<file path="src/rtl/core/bscp_pkg.sv">
// Package for the bit-selected matrix chain product block.
// Holds the beat structs, command/status structs, widths and codes; no dependencies.
package bscp_pkg;

  // Largest matrix dimension supported by default
  localparam int MAX_DIM_DEF = 8;

  // Fixed field widths of the channels
  localparam int IDX_PORT_W = 3;
  localparam int SIZE_W     = 4;
  localparam int VALUE_W    = 32;
  localparam int PROD_W     = 64;
  localparam int HALF_W     = 32;

  localparam logic [SIZE_W-1:0] SIZE_RESET = 4'd8;

  // Operation codes of an input beat
  localparam logic OP_LOAD  = 1'b0;
  localparam logic OP_APPLY = 1'b1;

  // Input beat
  typedef struct packed {
    logic                  op;
    logic                  matrix_select;
    logic [IDX_PORT_W-1:0] load_row;
    logic [IDX_PORT_W-1:0] load_col;
    logic [VALUE_W-1:0]    element_value;
    logic                  selector_bit;
    logic                  first_bit;
    logic                  last_bit;
  } in_item_t;

  // Output beat
  typedef struct packed {
    logic [IDX_PORT_W-1:0] out_row;
    logic [IDX_PORT_W-1:0] out_col;
    logic [PROD_W-1:0]     product_value;
    logic                  last_element;
  } out_item_t;

  // Controller to datapath commands
  typedef struct packed {
    logic                  key_we;
    logic                  key_sel;
    logic [VALUE_W-1:0]    value;
    logic [IDX_PORT_W-1:0] row;
    logic [IDX_PORT_W-1:0] col;
    logic [IDX_PORT_W-1:0] kidx;
    logic                  mac;
    logic                  mac_sel;
    logic                  k_first;
    logic                  k_last;
    logic                  clear_valid;
    logic                  copy_rd;
    logic                  emit_rd;
    logic                  last_elem;
  } cmd_t;

  // Datapath to controller status
  typedef struct packed {
    logic pipe_busy;
    logic out_busy;
    logic out_free;
  } stat_t;

endpackage

</file>
<file path="src/rtl/core/bscp_ctrl.sv">
// Controller of the bit-selected matrix chain product block.
// Sequences load, multiply-accumulate, drain, copy and emit phases; uses bscp_pkg.
module bscp_ctrl #(
  parameter int MAX_DIM = bscp_pkg::MAX_DIM_DEF
) (
  input  logic                            clk,
  input  logic                            rst_n,
  input  logic                            in_valid,
  output logic                            in_stall,
  input  bscp_pkg::in_item_t              in_data,
  input  logic                            cfg_valid,
  output logic                            cfg_ready,
  input  logic [bscp_pkg::SIZE_W-1:0]     cfg_data,
  input  bscp_pkg::stat_t                 stat,
  output bscp_pkg::cmd_t                  cmd
);
  import bscp_pkg::*;

  localparam int IDX_W = (MAX_DIM > 1) ? $clog2(MAX_DIM) : 1;

  typedef enum logic [4:0] {
    ST_IDLE  = 5'b00001,
    ST_MAC   = 5'b00010,
    ST_DRAIN = 5'b00100,
    ST_COPY  = 5'b01000,
    ST_EMIT  = 5'b10000
  } state_t;

  state_t             state_r, state_nxt;
  logic [SIZE_W-1:0]  size_r;
  logic [IDX_W-1:0]   i_r, i_nxt;
  logic [IDX_W-1:0]   j_r, j_nxt;
  logic [IDX_W-1:0]   k_r, k_nxt;
  logic               sel_r, sel_nxt;
  logic               last_r, last_nxt;
  logic [IDX_W-1:0]   nm1;
  logic               accept;
  logic               load_in_range;

  // Clamp the configured size and keep the last index in use
  always_comb begin
    priority if (size_r == '0) begin
      nm1 = '0;
    end else if (32'(size_r) > MAX_DIM) begin
      nm1 = IDX_W'(MAX_DIM - 1);
    end else begin
      nm1 = IDX_W'(size_r - SIZE_W'(1));
    end
  end

  assign in_stall  = (state_r != ST_IDLE);
  assign accept    = in_valid && (state_r == ST_IDLE);
  assign cfg_ready = 1'b1;
  assign load_in_range = (32'(in_data.load_row) < MAX_DIM) &&
                         (32'(in_data.load_col) < MAX_DIM);

  // Next state and loop counters
  always_comb begin
    state_nxt = state_r;
    i_nxt     = i_r;
    j_nxt     = j_r;
    k_nxt     = k_r;
    sel_nxt   = sel_r;
    last_nxt  = last_r;
    unique case (state_r)
      ST_IDLE: begin
        if (accept && (in_data.op == OP_APPLY)) begin
          state_nxt = ST_MAC;
          i_nxt     = '0;
          j_nxt     = '0;
          k_nxt     = '0;
          sel_nxt   = in_data.selector_bit;
          last_nxt  = in_data.last_bit;
        end
      end
      ST_MAC: begin
        if (k_r == nm1) begin
          k_nxt = '0;
          if (j_r == nm1) begin
            j_nxt = '0;
            if (i_r == nm1) begin
              i_nxt     = '0;
              state_nxt = ST_DRAIN;
            end else begin
              i_nxt = i_r + IDX_W'(1);
            end
          end else begin
            j_nxt = j_r + IDX_W'(1);
          end
        end else begin
          k_nxt = k_r + IDX_W'(1);
        end
      end
      ST_DRAIN: begin
        if (!stat.pipe_busy && !stat.out_busy) begin
          state_nxt = ST_COPY;
        end
      end
      ST_COPY: begin
        if (j_r == nm1) begin
          j_nxt = '0;
          if (i_r == nm1) begin
            i_nxt     = '0;
            state_nxt = last_r ? ST_EMIT : ST_IDLE;
          end else begin
            i_nxt = i_r + IDX_W'(1);
          end
        end else begin
          j_nxt = j_r + IDX_W'(1);
        end
      end
      ST_EMIT: begin
        if (stat.out_free) begin
          if (j_r == nm1) begin
            j_nxt = '0;
            if (i_r == nm1) begin
              i_nxt     = '0;
              state_nxt = ST_IDLE;
            end else begin
              i_nxt = i_r + IDX_W'(1);
            end
          end else begin
            j_nxt = j_r + IDX_W'(1);
          end
        end
      end
      default: begin
        state_nxt = ST_IDLE;
      end
    endcase
  end

  // Drive the datapath commands
  always_comb begin
    cmd             = '0;
    cmd.key_we      = accept && (in_data.op == OP_LOAD) && load_in_range;
    cmd.key_sel     = in_data.matrix_select;
    cmd.value       = in_data.element_value;
    cmd.clear_valid = accept && (in_data.op == OP_APPLY) && in_data.first_bit;
    cmd.mac_sel     = sel_r;
    cmd.kidx        = IDX_PORT_W'(k_r);
    cmd.k_first     = (k_r == '0);
    cmd.k_last      = (k_r == nm1);
    cmd.last_elem   = (i_r == nm1) && (j_r == nm1);
    cmd.mac         = (state_r == ST_MAC);
    cmd.copy_rd     = (state_r == ST_COPY);
    cmd.emit_rd     = (state_r == ST_EMIT) && stat.out_free;
    if (state_r == ST_IDLE) begin
      cmd.row = in_data.load_row;
      cmd.col = in_data.load_col;
    end else begin
      cmd.row = IDX_PORT_W'(i_r);
      cmd.col = IDX_PORT_W'(j_r);
    end
  end

  // Control registers
  always_ff @(posedge clk) begin
    if (!rst_n) begin
      state_r <= ST_IDLE;
      size_r  <= SIZE_RESET;
      i_r     <= '0;
      j_r     <= '0;
      k_r     <= '0;
    end else begin
      state_r <= state_nxt;
      i_r     <= i_nxt;
      j_r     <= j_nxt;
      k_r     <= k_nxt;
      if (cfg_valid) begin
        size_r <= cfg_data;
      end
    end
  end

  // Item flags, held for the whole item
  always_ff @(posedge clk) begin
    sel_r  <= sel_nxt;
    last_r <= last_nxt;
  end

  // An accepted apply beat always starts the multiply phase
  a_apply_starts: assert property (@(posedge clk) disable iff (!rst_n)
    (accept && (in_data.op == OP_APPLY)) |=> (state_r == ST_MAC))
    else $error("apply beat did not start the multiply phase");

  // Issuing the final element ends the item
  a_emit_ends: assert property (@(posedge clk) disable iff (!rst_n)
    (cmd.emit_rd && cmd.last_elem) |=> (state_r == ST_IDLE))
    else $error("final element issued but controller not idle");

endmodule

</file>
<file path="config.mk">
export PLATFORM = sky130hd
export DESIGN_NAME = bscp_ctrl
export DESIGN_NICKNAME = d
export VERILOG_FILES = /design/src/rtl/core/bscp_pkg.sv /design/src/rtl/core/bscp_ctrl.sv
export SDC_FILE = /design/constraint.sdc
export NUM_CORES = 1
export LEC_CHECK = 0
export BUFFER_PORTS_ARGS = -buffer_cell sky130_fd_sc_hd__buf_2
export CAP_MARGIN = 20
export CORE_ASPECT_RATIO = 1.25
export CORE_MARGIN = 2
export CORE_UTILIZATION = 45
export CTS_BUF_LIST = sky130_fd_sc_hd__clkbuf_2 sky130_fd_sc_hd__clkbuf_4 sky130_fd_sc_hd__clkbuf_8
export DETAILED_ROUTE_END_ITERATION = 12
export GPL_TIMING_DRIVEN = 0
export MAX_ROUTING_LAYER = met4
export PLACE_DENSITY_LB_ADDON = 0.12
export SETUP_SLACK_MARGIN = 0.15
export SLEW_MARGIN = 5
export SYNTH_ARGS = -nofsm -noshare
export SYNTH_HDL_FRONTEND = slang
export SYNTH_SLANG_ARGS = --single-unit
</file>
<file path="constraint.sdc">
create_clock -name clk -period 2.89 [get_ports clk]
set_clock_uncertainty 0.15 [all_clocks]
set_input_delay 0.578 -clock clk [delete_from_list [all_inputs] [get_ports clk]]
set_output_delay 0.578 -clock clk [all_outputs]
set_load 0.02 [all_outputs]
</file>
## After elaboration in Yosys (flattened, before gate mapping)

Index checks and enable logic that the tools add are counted.

- Eq/ne operators: 19
- Magnitude comparators: 1
- Mux-type cells: 27
- Bitwise logic cells: 1
- Add/sub/neg operators: 4
- Reductions and logical operators: 17

Operators with widths:

| operator | number |
|---|---|
| 5-bit 2-to-1 mux | 11 |
| 3-bit 2-to-1 mux | 11 |
| 5-bit one-hot mux with 5 select lines | 1 |
| 3-bit one-hot mux with 4 select lines | 2 |
| 2-bit by 1-bit inequality test with 1-bit output, second input constant | 5 |
| 2-bit inequality test, second input constant | 5 |
| 10-bit AND reduction | 1 |
| 3-bit by 1-bit adder with 3-bit output, second input constant | 3 |
| 3-bit equality test | 3 |
| 1-bit logical AND | 7 |
| 6-bit 2-to-1 mux | 1 |
| 3-bit one-hot mux with 2 select lines | 1 |
| 5-bit by 1-bit equality test with 1-bit output, second input constant | 1 |
| 5-bit by 2-bit equality test with 1-bit output, second input constant | 1 |
| 5-bit by 3-bit equality test with 1-bit output, second input constant | 1 |
| 5-bit by 4-bit equality test with 1-bit output, second input constant | 1 |
| 5-bit equality test, second input constant | 1 |
| 5-bit by 1-bit inequality test with 1-bit output, second input constant | 1 |
| 4-bit greater-than comparator, second input constant | 1 |
| 4-bit logical NOT | 1 |
| 2-bit AND reduction | 2 |
| 4-bit AND reduction | 1 |
| 4-bit nonzero test | 1 |
| 3-bit logical NOT | 1 |
| other kinds (4) | 5 |

- Input port bits: 54
- Register bits after elaboration: 20
- Logic and storage cells: 76
- Output and inout port bits: 53

## Longest topological paths before layout

Gate-level depths: netlist (run 1).

- Depth after elaboration: 8
- Depth in mapped cells: 10
- Depth with buffers taken out: 9

## Worst setup path before layout (run 1)

Ideal clock, no wire load.

- Kind: reg-to-output
- Start point: register size_r[0]
- End point: output port cmd[0] (netlist bit)
- Required time: 2.162 ns
- Arrival: 1.955 ns
- Path slack: 0.207 ns
- Path buffers: 1
- Cell stages (with the launch flop): 9
- Cell sequence: dfxtp_1 inv_1 ha_1 clkbuf_1 nor2_1 o21ai_0 a31o_2 o22a_1 nor3_2

RTL lines:

| element | RTL line | source |
|---|---|---|
| from (decl) | bscp_ctrl.sv:30 | `logic [SIZE_W-1:0] size_r;` |
| from (signal assigned) | bscp_ctrl.sv:171 | `size_r <= cfg_data;` |
| to (decl) | bscp_ctrl.sv:15 | `output bscp_pkg::cmd_t cmd` |

==> flow_summary.json, run 1 <==
{
  "fin_cells": 357,
  "grt_pass1_wl_um": 6780,
  "finalSetupViolCount": 0,
  "vdd_drop_max_v": 0.000273,
  "path_class": "reg -> out",
  "tritoncts": "yes",
  "rows": 25,
  "cp-start-kind": "register",
  "synth_cells": 235,
  "fp.dieW_um": 59.7,
  "antenna_cells": 0,
  "final_max_slew_viol_count": 0,
  "nets": 377,
  "grt_max_degree": 12,
  "postSynth.asyncResetShare_pct": 0,
  "place_congestion": 0.894,
  "drt_wl_total_um": 4310,
  "start_util_pct": 46.6,
  "via_count": 1851,
  "reg2reg_to": "j_r[0]$_SDFFE_PN0P_",
  "drc": 0,
  "avgViaCountPerCell": 5.18,
  "numPortBuffers": 70,
  "antenna_found_initial": 0,
  "num-fill-cells": 366,
  "fmax_mhz": 364,
  "clkSinkCount": 20,
  "grt_pass1_vias": 1594,
  "synth_seq_cells": 20,
  "power_density_nw_per_um2": 364,
  "layout_min_cycle_time_ns": 2.75,
  "dr.pass1.iters": 4,
  "slew_headroom_pct": 64.7,
  "synth_edf_count": 2,
  "synth_cell_types": 57,
  "cts-buffers-inserted": 3,
  "r2r_slack_ns": 0.32,
  "drtIter0Drc": 40,
  "fin_crit_sh_pct": 95.0,
  "synth_seq_area_share_pct": 24.1,
  "synthFlopType": "dfxtp_1",
  "rsz0062_at_grt": "true",
  "critPathRequiredTime_ns": 2.16,
  "io_pins": 107,
  "critical_path.startpoint": "size_r[0]$_SDFFE_PN0P_",
  "crit_end": "cmd[0]",
  "core_um2": 3750,
  "final_layout_size_suffix_gt1_share_pct": 44.8,
  "max_slew.worst_pin.slew_ns": 0.529,
  "wl_per_cell_um": 12.1,
  "path_clk_slew_ns": 0.08,
  "cts.htree.levels": 1,
  "dp.cells": 345,
  "syn_nets": 294,
  "die_area_um2": 4400,
  "final_hold_viol_count": 0,
  "cp_data_arrival_time_ns": 2.02,
  "clk_latency_ns": 0.26,
  "grt-ovfl-total": 0,
  "netlist_area_um2": 1750,
  "clockRootBuffer": "clkbuf_8",
  "cts_buffer_depth": 2,
  "critPathMaxFanout": 6,
  "grt_usage_pct": 20.0,
  "worstHoldPathType": "in -> reg",
  "dpl.hpwl_um": 3230,
  "cap_violations": 0,
  "syn_area_per_cell_um2": 7.44,
  "die_h_um": 73.7,
  "cp-end-kind": "primary output",
  "status": "complete, no violations",
  "cellLeakagePower_uw": 0.00114,
  "yosys_warnings": 0,
  "antenna_left": 0,
  "syn_to_final_growth_pct": 34.1,
  "r2r_cells": 10,
  "rr_startpoint": "size_r[0]$_SDFFE_PN0P_",
  "hold_slack_ns": 0.340
}
## cells in the mapped netlist, drive strengths merged (2+ instances only)
cell,instances,area share [%]
a211oi,2,0.86
a21oi,12,3.4
and2,2,0.72
and2b,2,1.1
and3,4,1.4
and4bb,2,1.4
buf,37,16
clkbuf,9,1.9
dfxtp,18,21
edfxtp,2,3.4
ha,5,3.6
inv,11,2.4
mux2i,7,4.0
nand2,30,6.4
nand2b,2,0.86
nand3,5,1.4
nand4,2,0.72
nor2,18,3.9
nor2b,2,0.72
nor3,3,1.1
o211a,2,1.1
o211ai,5,2.1
o21a,3,1.3
o21ai,19,5.4
o22ai,2,0.72
o31a,2,1.0
o31ai,2,1.1
or3,2,0.72
xnor2,3,1.5
## state kept, by name (all words and copies together), names as in the netlist
register  flops
k_r           3
state_r       5
size_r        4
j_r           3
i_r           3
sel_r         1
last_r        1
## worst min path at each step
stage | slack, ns | cells past startpoint | end | start
4_1_cts | 0.34 | 1 | last_r$_DFFE_PP_ | in_data[0]
3_5_place_dp | 0.34 | 2 | size_r[1]$_SDFFE_PN0P_ | size_r[1]$_SDFFE_PN0P_
6_report | 0.34 | 1 | last_r$_DFFE_PP_ | in_data[0]
3_3_place_gp | 0.33 | 2 | size_r[1]$_SDFFE_PN0P_ | size_r[1]$_SDFFE_PN0P_
2_1_floorplan | 0.31 | 2 | size_r[1]$_SDFFE_PN0P_ | size_r[1]$_SDFFE_PN0P_
5_1_grt | 0.33 | 1 | last_r$_DFFE_PP_ | in_data[0]
## layout make-up
class / count / area (um2) / share of cell area [%]
repair buffers: 78 / 417 / 17.8
flip-flops and latches: 20 / 424 / 18.1
clock buffers: 4 / 48.8 / 2.08
multi-input cells: 158 / 1030 / 44.1
inverters: 11 / 43.8 / 1.87
plain buffers: 46 / 328 / 14.0
well taps: 40 / 50.0 / 2.13
## repair_timing
action / CTS / global route
hold buffers: 0 / 0
resized for setup: 23 / 3
buffers inserted: 8 / 0
endpoints found under the setup margin: 8 / 6
pin swaps: 8 / 1
## placed cells by master, fill, tap and decap left out, types with 3 or more instances in the layout
cell type / netlist / routed
buf_2: 2 / 71
buf_4: 35 / 43
nand2_1: 30 / 30
nor2_1: 18 / 16
o21ai_0: 18 / 16
dfxtp_1: 18 / 15
a21oi_1: 12 / 11
clkbuf_1: 9 / 8
inv_1: 10 / 8
mux2i_1: 7 / 7
o211ai_1: 5 / 5
nand3_1: 5 / 5
and3_1: 4 / 4
ha_1: 5 / 4
xnor2_1: 3 / 3
o21a_1: 3 / 3
clkbuf_8: 0 / 3
dfxtp_2: 0 / 3
## per-layer routing
| layer | up-vias | global-route usage, % | share of wire, % |
|---|---|---|---|
| li1 | 951 | - | - |
| met5 | - | - | 0 |
| met3 | 6 | 1.58 | 7.2 |
| met1 | 818 | 24.2 | 42 |
| met2 | 76 | 35.5 | 50 |
| met4 | 0 | 4.44 | 0.60 |
## per-stage QoR
stage / worst slack (ns) / util (%) / cell area (um2) / TNS [ns] / power [uW]
final: 0.145 / 62.5 / 2340 / 0 / 853
after global routing: 0.0610 / 62.5 / 2340 / 0 / 902
after CTS: 0.147 / 62.2 / 2340 / 0 / 857
after detailed placement: -0.0295 / 57.2 / 2150 / -0.0295 / 624
after global placement: -0.0289 / 57.2 / 2150 / -0.0289 / 621
after floorplan: 0.207 / - / 1750 / 0 / 536
## worst max-delay path, stage by stage (launching register included)
cell	delay, ns
dfxtp_2	0.35
inv_4	0.04
ha_4	0.17
and2b_4	0.19
or4_4	0.48
a21oi_2	0.15
o21ai_2	0.10
nor3_4	0.15
buf_6	0.14
## where the power goes
group          internal (uW)  switching [uW]  total (uW)
combinational            152             200         353
clock                    107            92.3         200
sequential               290            10.8         301
## kinds of logic (layout without fill, tap and decap cells)
family          after synthesis  in the layout  synth area share, %
xor+xnor                      4              4                 2.00
simple gates                 81             81                 23.6
buf+inv                      57            139                 19.9
fa+ha+maj                     6              6                 4.15
mux                           7              7                 4.01
flops                        20             20                 24.1
compound gates               59             59                 22.0
other cells                   1              1                0.215
Note: power is estimated with default switching activity, not from simulation.
==> run 2, diff against run 1 <==
- SLEW_MARGIN: 5 -> 0
- clock period: 2.89 -> 2.55 ns (I/O delays scaled with it)
==> run 2 against run 1 <==
Compared with the run above:
- clock power up 9.5%
- critical path depth unchanged
- setup slack worse by 0.32 ns
- final area up 8.5%
- first-iteration DRC count down 13%
- sequential share of layout area down 1.4 points
- largest power group unchanged
- final cell count up 3.1%
- via count up 4.2%
- register-to-register slack worse by 0.36 ns
- hold slack worse by 0.069 ns
- flip-flop and latch count unchanged
- the flow now finishes with violations (negative setup slack)
==> flow_summary.json, run 2 (same netlist as run 1, synthesis figures left out) <==
{
  "num-fill-cells": 348,
  "rows": 25,
  "r2r_cells": 11,
  "grt_max_degree": 12,
  "grt_pass1_vias": 1668,
  "violations": "negative setup slack",
  "worstHoldPathType": "in -> reg",
  "wl_per_cell_um": 13.0,
  "grt-ovfl-total": 0,
  "path_clk_slew_ns": 0.08,
  "crit_slowest_cell": "dfxtp_2",
  "top_regs": "state_r (5), size_r (4)",
  "final_layout_size_suffix_gt1_share_pct": 51.2,
  "finalSetupViolCount": 6,
  "antenna_left": 0,
  "cp-end-kind": "primary output",
  "cts-buffers-inserted": 3,
  "avgViaCountPerCell": 5.24,
  "clkSinkCount": 20,
  "start_util_pct": 46.6,
  "max_slew.worst_pin.slew_ns": 0.537,
  "grt_usage_pct": 22.1,
  "core_um2": 3750,
  "hp-start": "in_data[2]",
  "final_hold_viol_count": 0,
  "critPathRequiredTime_ns": 1.89,
  "cp-start-kind": "register",
  "critPathMaxFanout": 6,
  "critPathBufInv": 2,
  "final_common_cell": "buf_2",
  "drt_wl_total_um": 4780,
  "clk_latency_ns": 0.27,
  "dpl.hpwl_um": 3310,
  "largest_reg_flops": 5,
  "slowest_delay_ns": 0.34,
  "die_area_um2": 4400,
  "clockRootBuffer": "clkbuf_8",
  "drc": 0,
  "status": "finished, violations left",
  "cp_top_family": "compound AO/OA/AOI/OAI gates",
  "crit_path_cell_trace": "inv_4 > ha_4 > and2b_2 > o31ai_1 > o211ai_1 > o22a_4 > nor3_4 > buf_6",
  "cap_violations": 0,
  "fin_ws_ns": -0.176,
  "rr_startpoint": "size_r[0]$_SDFFE_PN0P_",
  "r2r_slack_ns": -0.04,
  "top_register": "state_r",
  "die_h_um": 73.7,
  "holdBufCountCts": 0,
  "place_congestion": 0.839,
  "path_class": "reg -> out",
  "grt_pass1_wl_um": 7310,
  "numPortBuffers": 70,
  "dr.pass1.iters": 4,
  "fp.dieW_um": 59.7,
  "syn_to_final_growth_pct": 45.5,
  "hold_depth": 1,
  "antenna_cells": 0,
  "fin_crit_sh_pct": 107,
  "drtIter0Drc": 35,
  "tritoncts": "yes",
  "reg2reg_to": "j_r[0]$_SDFFE_PN0P_",
  "cellLeakagePower_uw": 0.00121,
  "nets": 388,
  "cp_data_arrival_time_ns": 2.07,
  "worst_hold_path.endpoint": "sel_r$_DFFE_PP_",
  "rsz0062_at_grt": "true",
  "final_max_slew_viol_count": 0,
  "layout_min_cycle_time_ns": 2.73,
  "layout_common_cells": "buf_2, buf_4, nand2_1, nor2_1, dfxtp_1",
  "cts_buffer_depth": 2,
  "cts.htree.levels": 1,
  "via_count": 1929,
  "vdd_drop_max_v": 0.000309,
  "antenna_found_initial": 0,
  "io_pins": 107,
  "place_ws_ns": -0.0845,
  "power_density_nw_per_um2": 407,
  "fmax_mhz": 367,
  "final_core_util_pct": 67.8,
  "slew_headroom_pct": 64.0
}
-- run 2: per-stage QoR --
stage                     hold slack, ns  total power [uW]  std cells  setup TNS [ns]  instance area (um2)
after global placement             0.334               716        345          -0.133                 2200
final                              0.270              1040        368          -0.358                 2540
after CTS                          0.268              1020        366          -0.222                 2490
after detailed placement           0.347               721        345          -0.336                 2200
after global routing               0.267              1090        368           -1.13                 2540
after floorplan                    0.310               622        235               0                 1800
-- run 2: how the worst max path moves through the flow --
stage	from	end	slack, ns	cells after the start
2_1_floorplan	size_r[0]$_SDFFE_PN0P_	cmd[0]	0.15	7
3_3_place_gp	size_r[0]$_SDFFE_PN0P_	state_r[4]$_SDFFE_PN0P_	-0.03	9
3_5_place_dp	size_r[0]$_SDFFE_PN0P_	state_r[4]$_SDFFE_PN0P_	-0.08	9
4_1_cts	size_r[0]$_SDFFE_PN0P_	cmd[0]	-0.14	8
5_1_grt	size_r[1]$_SDFFE_PN0P_	cmd[0]	-0.25	8
6_report	size_r[0]$_SDFFE_PN0P_	cmd[0]	-0.18	8
-- run 2: report_power, final --
part	total, uW	internal [uW]	switching, uW
sequential	341	329	11.8
clock	219	108	112
combinational	476	221	255
-- run 2: layout make-up --
type                            instances  area [um2]  share of cell area, %
Clock inverter                          1        3.75                  0.148
Tap cell                               40        50.0                   1.97
Timing Repair Buffer                   89         526                   20.7
Clock buffer                            3        41.3                   1.62
Sequential cell                        20         424                   16.7
Inverter                               11        43.8                   1.72
Multi-Input combinational cell        158        1130                   44.4
Buffer                                 46         325                   12.8
-- run 2: worst reg2reg max path: stages (launching register included) --
cell and delay [ns]:
dfxtp_2 0.36, inv_4 0.04, ha_4 0.16, and2b_4 0.18
buf_6 0.12, maj3_2 0.31, xnor2_2 0.16, o21a_1 0.22
or2_0 0.20, buf_4 0.16, or3_1 0.30, a21oi_1 0.14
-- run 2: per-layer routing --
| layer | up-vias | track usage [%] | share of wire [%] |
|---|---|---|---|
| li1 | 971 | - | - |
| met1 | 875 | 23.8 | 39 |
| met2 | 75 | 41.2 | 52 |
| met3 | 8 | 2.11 | 6.6 |
| met4 | 0 | 7.41 | 1.9 |
| met5 | - | - | 0 |
-- run 2: timing repair --
item,CTS,global route
pin swaps,21,10
resized for setup,31,13
setup endpoints to repair,21,17
setup buffers,17,2
cloned,0,0
